[config.mk]
export PLATFORM = sky130hd
export DESIGN_NAME = csrspmv_ctrl
export DESIGN_NICKNAME = d
export VERILOG_FILES = /design/src/hw/rtl/assert_macros.svh /design/src/hw/rtl/csrspmv_pkg.sv /design/src/hw/rtl/csrspmv_ctrl.sv
export SDC_FILE = /design/constraint.sdc
export NUM_CORES = 1
export LEC_CHECK = 0
export ABC_CLOCK_PERIOD_IN_PS = 2540
export BUFFER_PORTS_ARGS = -buffer_cell sky130_fd_sc_hd__buf_2
export CAP_MARGIN = 20
export CORE_AREA = 2 2 39 41
export CTS_CLUSTER_SIZE = 14
export DETAILED_ROUTE_END_ITERATION = 12
export DIE_AREA = 0 0 41 43
export PLACE_DENSITY = 0.62
export SLEW_MARGIN = 30
export SYNTH_ARGS = -nofsm -noshare
export SYNTH_HDL_FRONTEND = slang
export SYNTH_SLANG_ARGS = --single-unit
[constraint.sdc]
create_clock -name i_clk -period 2.54 [get_ports i_clk]
set_clock_uncertainty 0.15 [all_clocks]
set_input_delay 0.127 -clock i_clk [delete_from_list [all_inputs] [get_ports i_clk]]
set_output_delay 0.127 -clock i_clk [all_outputs]
set_load 0.05 [all_outputs]
[src/hw/rtl/assert_macros.svh]
// Assertion macros shared by the RTL files.
`ifndef ASSERT_MACROS_SVH
`define ASSERT_MACROS_SVH
// Implication checked on every clock edge while not in reset.
`define ASSERT_IMP(label, clk, rst_n, a, c) \
    label: assert property (@(posedge clk) disable iff (!rst_n) (a) |-> (c)) \
        else $error("assertion failed");
// Implication whose consequent is checked in the cycle after the antecedent.
`define ASSERT_NEXT(label, clk, rst_n, a, c) \
    label: assert property (@(posedge clk) disable iff (!rst_n) (a) |=> (c)) \
        else $error("assertion failed");
`endif

[src/hw/rtl/csrspmv_pkg.sv]
// ----------------------------------------------------------------------------
// csrspmv_pkg
// Shared types, operation codes and sizes of the normalized CSR SpMV block.
// ----------------------------------------------------------------------------
package csrspmv_pkg;
    localparam int MAX_ROWS_DEF     = 1024;
    localparam int MAX_NONZEROS_DEF = 4096;

    localparam logic [2:0] OP_LOAD_VEC = 3'd0;
    localparam logic [2:0] OP_LOAD_PTR = 3'd1;
    localparam logic [2:0] OP_LOAD_NZ  = 3'd2;
    localparam logic [2:0] OP_COMPUTE  = 3'd3;
    localparam logic [2:0] OP_READ     = 3'd4;

    typedef enum logic [3:0] {
        S_IDLE,
        S_ROW_START,
        S_ROW_END,
        S_NZ_ADDR,
        S_NZ_VEC,
        S_NZ_MAC,
        S_ROW_DONE,
        S_COMP_DONE,
        S_RD_FETCH,
        S_RD_DIV,
        S_RD_DONE
    } t_state;

    typedef struct packed {
        logic load_vec;
        logic load_ptr;
        logic load_nz;
        logic cmp_init;
        logic ptr_rd_start;
        logic ptr_rd_end;
        logic nz_rd;
        logic vec_rd;
        logic mac;
        logic row_store;
        logic total_store;
        logic rd_fetch;
        logic div_start;
        logic div_step;
        logic emit_cmp;
        logic emit_rd;
    } t_cmd;

    typedef struct packed {
        logic row_last;
        logic nz_last;
        logic row_empty;
        logic div_done;
    } t_status;
endpackage

[src/hw/rtl/csrspmv_ctrl.sv]
// ----------------------------------------------------------------------------
// csrspmv_ctrl
// Sequencer for loads, the compute walk and the read divide.
// ----------------------------------------------------------------------------
module csrspmv_ctrl
    import csrspmv_pkg::*;
(
    input  logic    i_clk,
    input  logic    i_rst_n,
    input  logic    i_start,
    input  logic [2:0] i_operation,
    input  t_status i_status,
    output t_cmd    o_cmd,
    output logic    o_busy
);
    t_state r_state, n_state;

    always_ff @(posedge i_clk) begin
        if (!i_rst_n) begin
            r_state <= S_IDLE;
        end else begin
            r_state <= n_state;
        end
    end

    always_comb begin
        n_state = r_state;
        case (r_state)
            S_IDLE: begin
                if (i_start) begin
                    if (i_operation == OP_COMPUTE) begin
                        n_state = i_status.row_last ? S_COMP_DONE : S_ROW_START;
                    end else if (i_operation == OP_READ) begin
                        n_state = S_RD_FETCH;
                    end
                end
            end
            S_ROW_START: n_state = S_ROW_END;
            S_ROW_END:   n_state = S_NZ_ADDR;
            S_NZ_ADDR:   n_state = i_status.row_empty ? S_ROW_DONE : S_NZ_VEC;
            S_NZ_VEC:    n_state = S_NZ_MAC;
            S_NZ_MAC:    n_state = i_status.nz_last ? S_ROW_DONE : S_NZ_VEC;
            S_ROW_DONE:  n_state = i_status.row_last ? S_COMP_DONE : S_ROW_START;
            S_COMP_DONE: n_state = S_IDLE;
            S_RD_FETCH:  n_state = S_RD_DIV;
            S_RD_DIV:    n_state = i_status.div_done ? S_RD_DONE : S_RD_DIV;
            S_RD_DONE:   n_state = S_IDLE;
            default:     n_state = S_IDLE;
        endcase
    end

    always_comb begin
        o_cmd  = '0;
        o_busy = (r_state != S_IDLE);
        case (r_state)
            S_IDLE: begin
                o_cmd.load_vec = i_start && (i_operation == OP_LOAD_VEC);
                o_cmd.load_ptr = i_start && (i_operation == OP_LOAD_PTR);
                o_cmd.load_nz  = i_start && (i_operation == OP_LOAD_NZ);
                o_cmd.cmp_init = i_start && (i_operation == OP_COMPUTE);
                o_cmd.rd_fetch = i_start && (i_operation == OP_READ);
            end
            S_ROW_START: o_cmd.ptr_rd_start = 1'b1;
            S_ROW_END:   o_cmd.ptr_rd_end   = 1'b1;
            S_NZ_ADDR:   o_cmd.nz_rd        = !i_status.row_empty;
            S_NZ_VEC:    o_cmd.vec_rd       = 1'b1;
            S_NZ_MAC: begin
                o_cmd.mac   = 1'b1;
                o_cmd.nz_rd = !i_status.nz_last;
            end
            S_ROW_DONE:  o_cmd.row_store = 1'b1;
            S_COMP_DONE: begin
                o_cmd.total_store = 1'b1;
                o_cmd.emit_cmp    = 1'b1;
            end
            S_RD_FETCH:  o_cmd.div_start = 1'b1;
            S_RD_DIV:    o_cmd.div_step  = 1'b1;
            S_RD_DONE:   o_cmd.emit_rd   = 1'b1;
            default: ;
        endcase
    end
endmodule

==> flow_summary.json <==
{
  "status": "completed",
  "num_rows": 14,
  "grt_pass1_vias": 418,
  "worst-path-buf-inv": 1,
  "period_share_pct": 79.1,
  "timing.rr.start": "r_state[3]$_SDFFE_PN0P_",
  "gr-total-overflow": 0,
  "yosysTopAreaCell": "dfxtp_1",
  "cts-root-buf": "clkbuf_4",
  "cts-resized-gates": 0,
  "crit_family": "simple AND/OR/NAND/NOR gates",
  "synth_top_cell_area_share_pct": 20.1,
  "power_density_nw_per_um2": 409,
  "relSlewSlack_pct": 72.5,
  "drt_wl_total_mm": 1.03,
  "place_area_um2": 542,
  "first_pass_iters": 4,
  "synth.avg_cell_area_um2": 6.76,
  "synth.distinct_cells": 29,
  "grt_pass1_wl_mm": 1.61,
  "finalCoreUtilization_pct": 40.8,
  "gp_congestion": 0.814,
  "drt-wirelength-per-cell_um": 10.3,
  "clock_latency_ps": 230,
  "largest_reg_flops": 4,
  "hold_violations": 0,
  "layout-drive-gt1-share_pct": 39.3,
  "r2r_slack_ps": 1020,
  "drt_drc_violations_left": 0,
  "postLayoutCellArea_um2": 564,
  "synth_nets": 69,
  "fill_cells": 151,
  "grt_use_total_pct": 13.4,
  "critical_path_class": "reg -> out",
  "cap_violations": 0,
  "synth_area_leaders": "dfxtp_1 20%, nor2_1 9.4%, nor2b_1 6.3%",
  "io_pins": 27,
  "top_register": "r_state",
  "drtAntennaViolNets": 0,
  "dr.first_iter.drc_count": 9,
  "vias_per_cell": 5.03,
  "num_antenna_cells": 0,
  "critPathLaunchType": "flop",
  "cts_max_level": 1,
  "die_x_um": 41,
  "cts_tree": "yes",
  "cts_sinks": 4,
  "setup_viol": 0,
  "critPathMaxStageDelay_ps": 420,
  "cts_buffers": 3,
  "tightest_slew_ps": 412,
  "reg.largest.list": "r_state: 4 flops",
  "mostFrequentLayoutCells": "26 x buf_2, 10 x nor2_1, 6 x nand2_1",
  "antenna_found_initial": 0,
  "syn_area_um2": 399,
  "layout_commonest_cell": "buf_2",
  "worstHoldEndpoint": "r_state[2]$_SDFFE_PN0P_",
  "fp.dieH_um": 43,
  "reg2reg_to": "r_state[3]$_SDFFE_PN0P_",
  "fp.coreArea_um2": 1380,
  "syn_inst": 59,
  "max_freq_mhz": 498,
  "portBuffers": 26,
  "layout_min_cycle_time_ps": 2010,
  "p_leak_nw": 0.292,
  "post_cts_buffers": 0,
  "crit_required_ps": 2260,
  "vias": 503,
  "clkTransAtPathRegs_ps": 40,
  "cpMaxStageDelayCell": "dfxtp_1",
  "holdPathStages": 3,
  "ys_seq_elements": 4,
  "die_area_um2": 1760,
  "initial_core_util_pct": 28.8,
  "cp.arrival_ps": 1730,
  "hpwlAfterDp_um": 827,
  "clk_path_buf_depth": 2,
  "path_max_fanout": 14,
  "yosys_warnings": 0,
  "path_cells": "nor2_1 > nand3_1 > nor4b_2 > buf_2",
  "hold_buffers": 0,
  "maxSlewViolCount": 0,
  "grt_start_max_net_pins": 15,
  "rsz0062_at_grt": "false",
  "yosysSeqAreaShare_pct": 20.1,
  "fin_nets": 96,
  "ir_worst_vdd_mv": 0.199,
  "area_growth_pct": 41.4,
  "r2r_cells": 4,
  "worstHoldStart": "i_status[3]",
  "critPathCaptureType": "primary output",
  "hp-class": "in -> reg"
}
## worst max path at each step
stage	start	endpoint	depth (start not counted)
after floorplan	r_state[0]$_SDFFE_PN0P_	o_cmd[15]	4
after global placement	r_state[3]$_SDFFE_PN0P_	o_cmd[14]	4
after detailed placement	r_state[3]$_SDFFE_PN0P_	o_cmd[14]	4
after CTS	r_state[3]$_SDFFE_PN0P_	o_cmd[14]	4
after global routing	r_state[3]$_SDFFE_PN0P_	o_cmd[13]	4
final	r_state[3]$_SDFFE_PN0P_	o_cmd[14]	4
## worst register-to-register path: cells and delay by family (launching register included)
family	cells	cell delay, ps
flip-flops	1	420
AND/OR/NAND/NOR	3	530
AO/OA/AOI/OAI	1	300
## synthesized netlist by cell type, drive strengths merged
| cell | number |
|---|---|
| o22ai | 1 |
| nor4b | 2 |
| nor2b | 4 |
| or2 | 1 |
| nand2 | 6 |
| o2111a | 1 |
| nor3b | 1 |
| a22oi | 1 |
| o21ai | 2 |
| dfxtp | 4 |
| nand2b | 2 |
| nand3b | 1 |
| o32ai | 1 |
| a21o | 1 |
| nand3 | 1 |
| clkbuf | 2 |
| nor2 | 10 |
| or3b | 1 |
| nor4 | 1 |
| o211a | 1 |
| a21oi | 2 |
| buf | 2 |
| o22a | 1 |
| a21boi | 1 |
| nor3 | 4 |
| inv | 3 |
| a32oi | 2 |
## per-stage QoR
step,power [W],std cells,TNS (ps),setup slack (ps),hold slack (ps)
final,0.000231,100,0,531,57.4
after global routing,0.000250,100,0,368,65.2
after CTS,0.000236,100,0,534,52.4
after detailed placement,0.000156,97,0,790,295
after global placement,0.000155,97,0,841,301
after floorplan,0.000134,59,-19.5,-19.5,166
## where the power goes
part           leakage [nW]  internal, W  switching [W]  total (W)
clock network        0.0138    0.0000527      0.0000233  0.0000760
logic                 0.246    0.0000259      0.0000551  0.0000810
registers            0.0324    0.0000660     0.00000782  0.0000738
total                 0.292     0.000145      0.0000862   0.000231
## layout make-up
cell class / count / area (um^2) / area share [%]
Timing Repair Buffer: 26 / 130 / 23.1
Multi-Input combinational cell: 48 / 300 / 53.2
Clock buffer: 3 / 22.5 / 3.99
Tap cell: 16 / 20.0 / 3.55
Sequential cell: 4 / 80.1 / 14.2
Inverter: 3 / 11.3 / 2.00
## logic make-up (layout without fill, tap and decap cells)
kind of cell / after synthesis / in the layout / synth area share (%)
flip-flops: 4 / 4 / 20.1
AND/OR/NAND/NOR: 34 / 34 / 45.5
AO/OA/AOI/OAI: 14 / 14 / 26.6
buffers and inverters: 7 / 32 / 7.84
## per-layer routing
metal  vias to the layer above  part of all wire, %  global-route usage (%)
met3                         0                  5.0                    3.14
met4                         0                    0                    8.00
met1                       227                   43                    15.0
met2                        14                   52                    21.6
met5                         -                    0                       0
li1                        262                    -                       -
Note: power is estimated with default switching activity, not from simulation.
